**config.mk**
```make
export PLATFORM = sky130hd
export DESIGN_NAME = sensor_channel_health_monitor
export DESIGN_NICKNAME = d
export VERILOG_FILES = /design/src/rtl/shcm_pkg.sv /design/src/rtl/shcm_useq.sv /design/src/rtl/shcm_dp.sv /design/src/rtl/sensor_channel_health_monitor.sv
export SDC_FILE = /design/constraint.sdc
export NUM_CORES = 2
export LEC_CHECK = 0
export BUFFER_PORTS_ARGS = -buffer_cell sky130_fd_sc_hd__buf_4
export CORE_ASPECT_RATIO = 0.6
export CORE_MARGIN = 1
export CORE_UTILIZATION = 60
export DETAILED_ROUTE_END_ITERATION = 16
export PLACE_DENSITY = 0.78
export SLEW_MARGIN = 20
export SYNTH_ARGS = -nofsm -noshare
export SYNTH_HDL_FRONTEND = slang
export SYNTH_SLANG_ARGS = --single-unit
```
**constraint.sdc**
```tcl
create_clock -name clk_i -period 17.6 [get_ports clk_i]
set_clock_uncertainty 0.1 [all_clocks]
set_input_delay 1.76 -clock clk_i [delete_from_list [all_inputs] [get_ports clk_i]]
set_output_delay 1.76 -clock clk_i [all_outputs]
set_load 0.02 [all_outputs]
```
**src/rtl/shcm_pkg.sv**
```systemverilog
package shcm_pkg;

  localparam int unsigned CHANNELS = 8;
  localparam int unsigned ChW      = (CHANNELS > 1) ? $clog2(CHANNELS) : 1;
  localparam int unsigned MaskW    = 8;
  localparam int unsigned ScanLen  = (CHANNELS < MaskW) ? CHANNELS : MaskW;
  localparam int unsigned StepW    = 3;

  typedef logic [ChW-1:0]   chan_idx_t;
  typedef logic [StepW-1:0] step_t;

  typedef enum logic [1:0] {
    OP_SAMPLE  = 2'd0,
    OP_INVALID = 2'd1,
    OP_QUERY   = 2'd2
  } op_e;

  typedef enum logic [1:0] {
    CFG_REQUIRED = 2'd0,
    CFG_MAX_AGE  = 2'd1,
    CFG_BATTERY  = 2'd2
  } cfg_idx_e;

  typedef enum logic [2:0] {
    COND_ALWAYS,
    COND_NEVER,
    COND_NO_INPUT,
    COND_SCAN_MORE,
    COND_OUT_BUSY
  } cond_e;

  localparam step_t ST_IDLE   = 3'd0;
  localparam step_t ST_UPDATE = 3'd1;
  localparam step_t ST_CHAN   = 3'd2;
  localparam step_t ST_SCAN   = 3'd3;
  localparam step_t ST_EMIT   = 3'd4;
  localparam step_t ST_RETURN = 3'd5;

  typedef struct packed {
    logic [1:0]         op;
    logic [3:0]         channel;
    logic signed [31:0] sample;
    logic signed [31:0] lower_limit;
    logic signed [31:0] upper_limit;
    logic [31:0]        now_time;
  } in_item_t;

  typedef struct packed {
    logic               in_range;
    logic               channel_ready;
    logic               all_ready;
    logic               required_valid;
    logic               battery_valid;
    logic [31:0]        run_of_invalid;
    logic [31:0]        good_count;
    logic [31:0]        bad_count;
    logic signed [31:0] recent_value;
  } out_item_t;

  typedef struct packed {
    logic accept;
    logic update;
    logic chan;
    logic scan;
    logic emit;
  } ctl_t;

  typedef struct packed {
    ctl_t  ctl;
    cond_e cond;
    step_t target;
  } uword_t;

  typedef struct packed {
    logic in_valid;
    logic scan_last;
    logic out_busy;
  } seq_cond_t;

  function automatic uword_t urom(input step_t step);
    uword_t w;
    w = '{ctl: '0, cond: COND_ALWAYS, target: ST_IDLE};
    unique case (step)
      ST_IDLE: begin
        w.ctl.accept = 1'b1;
        w.cond       = COND_NO_INPUT;
        w.target     = ST_IDLE;
      end
      ST_UPDATE: begin
        w.ctl.update = 1'b1;
        w.cond       = COND_NEVER;
      end
      ST_CHAN: begin
        w.ctl.chan = 1'b1;
        w.cond     = COND_NEVER;
      end
      ST_SCAN: begin
        w.ctl.scan = 1'b1;
        w.cond     = COND_SCAN_MORE;
        w.target   = ST_SCAN;
      end
      ST_EMIT: begin
        w.ctl.emit = 1'b1;
        w.cond     = COND_OUT_BUSY;
        w.target   = ST_EMIT;
      end
      default: begin
        w.cond   = COND_ALWAYS;
        w.target = ST_IDLE;
      end
    endcase
    return w;
  endfunction

  function automatic logic [31:0] sat_inc(input logic [31:0] x);
    return (x == '1) ? x : x + 32'd1;
  endfunction

endpackage

```
**src/rtl/shcm_useq.sv**
```systemverilog
module shcm_useq (
  input  logic                  clk_i,
  input  logic                  rst_ni,
  input  shcm_pkg::seq_cond_t   cond_i,
  output shcm_pkg::ctl_t        ctl_o
);

  shcm_pkg::step_t  step_q, step_d;
  shcm_pkg::uword_t word;
  logic             jump;

  always_comb begin
    word = shcm_pkg::urom(step_q);
    unique case (word.cond)
      shcm_pkg::COND_ALWAYS:    jump = 1'b1;
      shcm_pkg::COND_NEVER:     jump = 1'b0;
      shcm_pkg::COND_NO_INPUT:  jump = ~cond_i.in_valid;
      shcm_pkg::COND_SCAN_MORE: jump = ~cond_i.scan_last;
      shcm_pkg::COND_OUT_BUSY:  jump = cond_i.out_busy;
      default:                  jump = 1'b1;
    endcase
    step_d = jump ? word.target : step_q + shcm_pkg::step_t'(1);
  end

  always_ff @(posedge clk_i or negedge rst_ni) begin
    if (!rst_ni) begin
      step_q <= shcm_pkg::ST_IDLE;
    end else begin
      step_q <= step_d;
    end
  end

  assign ctl_o = word.ctl;

endmodule

```
**src/rtl/shcm_dp.sv**
```systemverilog
module shcm_dp (
  input  logic                clk_i,
  input  logic                rst_ni,
  input  shcm_pkg::ctl_t      ctl_i,
  input  logic                take_i,
  input  shcm_pkg::in_item_t  item_i,
  input  logic                cfg_we_i,
  input  logic [1:0]          cfg_index_i,
  input  logic [31:0]         cfg_data_i,
  output logic                scan_last_o,
  output shcm_pkg::out_item_t result_o
);

  localparam int unsigned N = shcm_pkg::CHANNELS;

  logic [shcm_pkg::MaskW-1:0] required_q;
  logic [31:0]                max_age_q;
  logic [2:0]                 battery_q;

  shcm_pkg::in_item_t item_q;

  logic [N-1:0] valid_q;
  logic [N-1:0] ever_q;
  logic [31:0]  time_q    [N];
  logic [31:0]  value_q   [N];
  logic [31:0]  good_q    [N];
  logic [31:0]  bad_q     [N];
  logic [31:0]  run_q     [N];

  shcm_pkg::chan_idx_t ch, sel, scan_q;
  logic        ch_ok, lim_ok, hit, fresh;
  logic [31:0] age, sel_time;
  logic        hit_q, chan_ready_q, req_ready_q, req_valid_q;
  logic [N-1:0] req_mask;
  logic        bat_valid;

  assign ch    = item_q.channel[shcm_pkg::ChW-1:0];
  assign ch_ok = 5'(item_q.channel) < 5'(N);
  assign lim_ok = item_q.lower_limit <= item_q.upper_limit;
  assign hit   = item_q.sample >= item_q.lower_limit && item_q.sample <= item_q.upper_limit;

  assign sel      = ctl_i.scan ? scan_q : ch;
  assign sel_time = time_q[sel];
  assign age      = item_q.now_time - sel_time;
  assign fresh    = (sel_time != 32'd0) && (age <= max_age_q);

  assign scan_last_o = scan_q == shcm_pkg::chan_idx_t'(shcm_pkg::ScanLen - 1);

  always_comb begin
    bat_valid = 1'b0;
    for (int i = 0; i < N; i++) begin
      req_mask[i] = (i < shcm_pkg::MaskW) ? required_q[i % shcm_pkg::MaskW] : 1'b0;
      if (i < shcm_pkg::MaskW && battery_q == 3'(i)) begin
        bat_valid = valid_q[i];
      end
    end
  end

  always_ff @(posedge clk_i or negedge rst_ni) begin
    if (!rst_ni) begin
      required_q <= 8'd1;
      max_age_q  <= 32'd1000;
      battery_q  <= 3'd0;
    end else if (cfg_we_i) begin
      unique case (cfg_index_i)
        shcm_pkg::CFG_REQUIRED: required_q <= cfg_data_i[shcm_pkg::MaskW-1:0];
        shcm_pkg::CFG_MAX_AGE:  max_age_q  <= cfg_data_i;
        shcm_pkg::CFG_BATTERY:  battery_q  <= cfg_data_i[2:0];
        default: ;
      endcase
    end
  end

  always_ff @(posedge clk_i) begin
    if (take_i) begin
      item_q <= item_i;
    end
  end

  always_ff @(posedge clk_i or negedge rst_ni) begin
    if (!rst_ni) begin
      valid_q      <= '0;
      ever_q       <= '0;
      hit_q        <= 1'b0;
      chan_ready_q <= 1'b0;
      req_ready_q  <= 1'b1;
      req_valid_q  <= 1'b1;
      scan_q       <= '0;
      for (int i = 0; i < N; i++) begin
        time_q[i]  <= '0;
        value_q[i] <= '0;
        good_q[i]  <= '0;
        bad_q[i]   <= '0;
        run_q[i]   <= '0;
      end
    end else begin
      if (ctl_i.update) begin
        hit_q <= ch_ok && item_q.op == shcm_pkg::OP_SAMPLE && lim_ok && hit;
        if (ch_ok) begin
          if (item_q.op == shcm_pkg::OP_SAMPLE && lim_ok) begin
            value_q[ch] <= item_q.sample;
            time_q[ch]  <= item_q.now_time;
            if (hit) begin
              valid_q[ch] <= 1'b1;
              ever_q[ch]  <= 1'b1;
              good_q[ch]  <= shcm_pkg::sat_inc(good_q[ch]);
              run_q[ch]   <= '0;
            end else begin
              valid_q[ch] <= 1'b0;
              bad_q[ch]   <= shcm_pkg::sat_inc(bad_q[ch]);
              run_q[ch]   <= shcm_pkg::sat_inc(run_q[ch]);
            end
          end else if (item_q.op == shcm_pkg::OP_SAMPLE ||
                       item_q.op == shcm_pkg::OP_INVALID) begin
            valid_q[ch] <= 1'b0;
            time_q[ch]  <= item_q.now_time;
            bad_q[ch]   <= shcm_pkg::sat_inc(bad_q[ch]);
            run_q[ch]   <= shcm_pkg::sat_inc(run_q[ch]);
          end
        end
      end
      if (ctl_i.chan) begin
        chan_ready_q <= ch_ok && valid_q[ch] && ever_q[ch] && fresh;
        req_ready_q  <= 1'b1;
        req_valid_q  <= 1'b1;
        scan_q       <= '0;
      end
      if (ctl_i.scan) begin
        if (req_mask[scan_q]) begin
          if (!(valid_q[scan_q] && ever_q[scan_q])) begin
            req_valid_q <= 1'b0;
            req_ready_q <= 1'b0;
          end else if (!fresh) begin
            req_ready_q <= 1'b0;
          end
        end
        scan_q <= scan_last_o ? '0 : scan_q + shcm_pkg::chan_idx_t'(1);
      end
    end
  end

  always_comb begin
    result_o.in_range       = hit_q;
    result_o.channel_ready  = chan_ready_q;
    result_o.all_ready      = req_ready_q;
    result_o.required_valid = req_valid_q;
    result_o.battery_valid  = bat_valid;
    result_o.run_of_invalid = ch_ok ? run_q[ch]   : 32'd0;
    result_o.good_count     = ch_ok ? good_q[ch]  : 32'd0;
    result_o.bad_count      = ch_ok ? bad_q[ch]   : 32'd0;
    result_o.recent_value   = ch_ok ? value_q[ch] : 32'sd0;
  end

endmodule

```
**src/rtl/sensor_channel_health_monitor.sv**
```systemverilog
// Sensor channel health monitor: per-channel health records for eight channels.
// Input channel: in_valid_i / in_stall_o carry one beat per item (op, channel,
// sample, limits, now_time). Output channel: out_valid_o / out_stall_i carry one
// result beat per item. A beat moves at a clock edge with valid high and stall low.
// Configuration: cfg_we_i writes cfg_data_i to register cfg_index_i
// (0 required channel mask, 1 max age in ms, 2 battery channel); write while idle.
// A microprogram steps through accept, update, addressed-channel check, an
// eight-step readiness scan through one age comparator, and result load.
// The result is loaded into the output register at the result load step, and a new
// item is taken only at the accept step, once the program has returned there.
// The result sits in an output register, so the next item is taken and worked
// on while the previous result waits; a stalled result holds, and the program
// waits at the load step only while a finished result is still not taken.
// Reset (rst_ni low, asynchronous) clears all channel records, counters and the
// in-range and channel-ready flags, empties the output register, sets the all-ready
// and required-valid flags, mask to channel 0, max age 1000, battery channel 0.
module sensor_channel_health_monitor (
  input  logic                clk_i,
  input  logic                rst_ni,
  input  logic                in_valid_i,
  output logic                in_stall_o,
  input  shcm_pkg::in_item_t  in_item_i,
  output logic                out_valid_o,
  input  logic                out_stall_i,
  output shcm_pkg::out_item_t out_item_o,
  input  logic                cfg_we_i,
  input  logic [1:0]          cfg_index_i,
  input  logic [31:0]         cfg_data_i
);

  shcm_pkg::ctl_t      ctl;
  shcm_pkg::seq_cond_t cond;
  shcm_pkg::out_item_t result;
  shcm_pkg::out_item_t out_q;
  logic                out_valid_q;
  logic                scan_last;
  logic                take;
  logic                out_busy;
  logic                load;

  assign in_stall_o = ~ctl.accept;
  assign take       = in_valid_i & ctl.accept;
  assign out_busy   = out_valid_q & out_stall_i;
  assign load       = ctl.emit & ~out_busy;

  assign cond = '{in_valid: in_valid_i, scan_last: scan_last, out_busy: out_busy};

  shcm_useq u_useq (
    .clk_i  (clk_i),
    .rst_ni (rst_ni),
    .cond_i (cond),
    .ctl_o  (ctl)
  );

  shcm_dp u_dp (
    .clk_i       (clk_i),
    .rst_ni      (rst_ni),
    .ctl_i       (ctl),
    .take_i      (take),
    .item_i      (in_item_i),
    .cfg_we_i    (cfg_we_i),
    .cfg_index_i (cfg_index_i),
    .cfg_data_i  (cfg_data_i),
    .scan_last_o (scan_last),
    .result_o    (result)
  );

  always_ff @(posedge clk_i or negedge rst_ni) begin
    if (!rst_ni) begin
      out_valid_q <= 1'b0;
    end else if (load) begin
      out_valid_q <= 1'b1;
    end else if (!out_stall_i) begin
      out_valid_q <= 1'b0;
    end
  end

  always_ff @(posedge clk_i) begin
    if (load) begin
      out_q <= result;
    end
  end

  assign out_valid_o = out_valid_q;
  assign out_item_o  = out_q;

endmodule

```
==> results.md <==
* Status: finished clean
* Hold Crit Depth at 2
* GRT overflow at 0
* Top-count cell post-synth: dfrtp_1
* FFs w/ async S/R, synth at between 80% and 90%
* Core Util, Final at 67.9%
* Antenna violations before repair at 2
* I/O pin cnt at 308
* Worst Max-Slew Pin Slew at 1.21 ns
* DR vias/cell at 6.60
* Routability congestion estimate at ~0.92
* Synth area leaders: dfrtp_1 (44%), mux2_2 (18%), edfxtp_1 (11%), mux4_2 (4.3%), ha_1 (2.8%)
* Post-synthesis sequential area ratio at a little under three fifths
* Final min period at between 8 and 9 ns
* Reg2reg path depth at 26
* Post-Synthesis Cell Area at ~0.076 mm2
* Worst endpoint data arrival time at 9.08 ns
* Final hold violation count at 0
* Setup TNS at 0 ns
* RSZ-0062 raised after global routing: no
* RR Endpoint: u_dp.req_ready_q
* Register bit total from synthesis at about 1600
* Post-layout power at 11.1 mW
* Met3 routed WL at approximately 20000 um
* Highest routed layer: met4
* Die Y at 277 um
* Hold_sp: u_dp.req_valid_q
* Final ANT Viol Nets at 0
* Num CTS Buffers at around 150
* Clock-pin slew on the worst setup and hold paths at ~0.07 ns
* Root Buffer: clkbuf_16
* TritonRoute pass-1 iters at 6
* Placed Area at around 0.08 mm2
* Avg Cell Area, Syn at around 14 um2
* Row count at 100
* Starting Density at 60.8%
* Main synth FF type: dfrtp_1
* Htree depth at 4
* Synth cell count leaders: dfrtp_1 (1341), mux2_2 (1187), nand2_1 (312), edfxtp_1 (267), nor2_1 (196)
* Area Overhead vs Synth at 11.8%
* Met2 Wirelength at between 90000 and 100000 um
* Die X at between 400 and 500 um
* Total Routing Usage GR at approximately 33%
* # resized after CTS at 0
* Crit Path Max Fanout at 43
* Fillcell total at about 8600
* Final setup viols at 0
* Placed wire-length estimate at between 100000 and 150000 um
* Critical path class: flop to flop
* Relative slew slack at about a fifth
* Syn_nets at 5911
* PwrDens at about 130 mW/mm2
* Core area at approximately 0.12 mm2
* Final WL at just over 200000 um
* Fin area at roughly 0.085 mm2
* P_leak at 39.2 nW
* Post-CTS Hold Buffers at 0
* Vias in the first global route at between 50000 and 60000
* Slew Viols, Final at 0
* Post-CTS setup buffers at 0
* Largest net degree at the start of global routing at about 170
* Max Freq at roughly 0.12 GHz
* Port Buffers at approximately 310
* Req. time, crit path at roughly 18 ns
* NumNets Final at just over 6000
* R2r setup slk at 9.10 ns
* DRC viols at 0
* MaxCap Viol Count at 0
* Max VDD drop at roughly 0.00011 V
* Top cell type by total area after synthesis: dfrtp_1
* CTS sink cnt at 1617
* Startpoint types: flop
* Worst Hold End: u_dp.req_valid_q
* R2R Path Start: u_useq.step_q[0]
* WL/cell at about 27 um
* Gate Count Post-Synth at 5567
* Drt initial violations at 5623
* Routed vias at between 50000 and 60000
* Share of cells above drive strength 1 at 36.1%
* First-pass GRT wire length at ~320000 um
* TritonCTS clock tree: yes
* HP Class: flop to flop
* CTS Buffer Depth at 3
* Tcrit/Tclk final at 48.3%
* YS warnings at 0
* Clock Latency Late Sink at 0.79 ns
* CP endpoint kind: flop
* Yosys top cell area share at between 40% and 50%
* EDFF count, synth at 267
* Die area at around 0.13 mm2
* Wl on met1 at 91800 um
* Post-synthesis cell type count at roughly 120
## cells in the final DEF, fill, tap and decap left out, types with 86 or more instances in the layout
cell type and count:
mux4_2 144, buf_4 413, ha_1 170, mux2_2 1187, mux2i_1 138, edfxtp_1 267
inv_1 125, dfrtp_1 1341, a22oi_1 86, a21oi_1 121, a221oi_1 95, clkbuf_16 156
nor2_1 184, o21ai_0 155, nand2_1 299
## how the worst max path moves through the flow
stage / from / endpoint / slack, ns / cells past startpoint
2_1_floorplan: out_stall_i / out_item_o[0] / 8.65 / 1
3_3_place_gp: u_useq.step_q[0] / u_dp.req_ready_q / 9.47 / 26
3_5_place_dp: u_useq.step_q[0] / u_dp.req_ready_q / 9.29 / 26
4_1_cts: u_useq.step_q[0] / u_dp.req_ready_q / 9.29 / 26
5_1_grt: u_useq.step_q[0] / u_dp.req_ready_q / 8.60 / 26
6_report: u_useq.step_q[0] / u_dp.req_ready_q / 9.10 / 26
## critical path: stages (launching register included)
cell	delay, ns
dfrtp_1	0.40
ha_1	0.22
ha_1	0.52
mux2i_4	0.30
buf_4	0.47
buf_4	0.78
mux4_2	0.59
mux2i_1	0.54
ha_1	0.38
o21a_1	0.12
a21oi_1	0.43
nand2_1	0.10
o211ai_1	0.35
nand3_1	0.14
o211ai_1	0.20
o21ai_0	0.21
o41ai_1	0.43
xnor2_1	0.15
ha_1	0.31
nand4_1	0.07
nor2_1	0.15
and3_1	0.35
nand3_1	0.19
nand3_1	0.14
o22ai_1	0.08
a221o_1	0.35
a221oi_1	0.31
## cell families (layout without fill, tap and decap cells)
group	after synthesis	after routing	share of synthesized area [%]
buf+inv	468	813	2.84
xor+xnor	96	96	1.25
other cells	0	1	0
flops	1617	1617	55.2
fa+ha+maj	171	171	2.83
compound gates	873	873	8.24
simple gates	865	865	5.78
mux	1477	1477	23.9
## final cells by class
cell class | instances | area [um2] | area share (%)
diodes | 1 | 2.50 | 0.00296
clock buffers | 202 | 4320 | 5.10
clock inverters | 64 | 653 | 0.771
inverters | 128 | 483 | 0.570
multi-input cells | 3482 | 32100 | 37.9
flip-flops and latches | 1617 | 41800 | 49.4
well taps | 1683 | 2110 | 2.49
repair buffers | 419 | 3210 | 3.79
## where the power goes
group	internal, mW	total, mW	switching (mW)
registers	4.46	4.86	0.398
clock network	1.90	3.33	1.43
logic	1.19	2.91	1.71
total	7.55	11.1	3.54
## registers in the layout, summed over array words and instances, names as in the netlist, 3 cells and up, named ones only
name,count
u_dp.good_q,256
u_dp.ch,3
u_dp.ever_q,8
u_dp.max_age_q,32
out_item_o,133
u_dp.battery_q,3
u_dp.bad_q,256
u_dp.time_q,256
u_dp.run_q,256
u_dp.value_q,256
u_dp.item_q,131
u_dp.scan_q,3
u_dp.req_mask,8
u_useq.step_q,3
## through the flow
step | setup WS, ns | instances | hold WS, ns
floorplan | 8.65 | 5567 | 0.325
global placement | 9.47 | 7329 | 0.353
detailed placement | 9.29 | 7329 | 0.359
CTS | 9.29 | 7595 | 0.372
global route | 8.60 | 7596 | 0.397
finish | 9.10 | 7596 | 0.369
## routing by layer
metal	vias up	global-route usage, %
li1	21200	-
met1	26200	50.6
met2	2367	46.9
met3	332	7.55
met4	0	8.65
met5	-	0
Power figures use the tool's default switching activity.
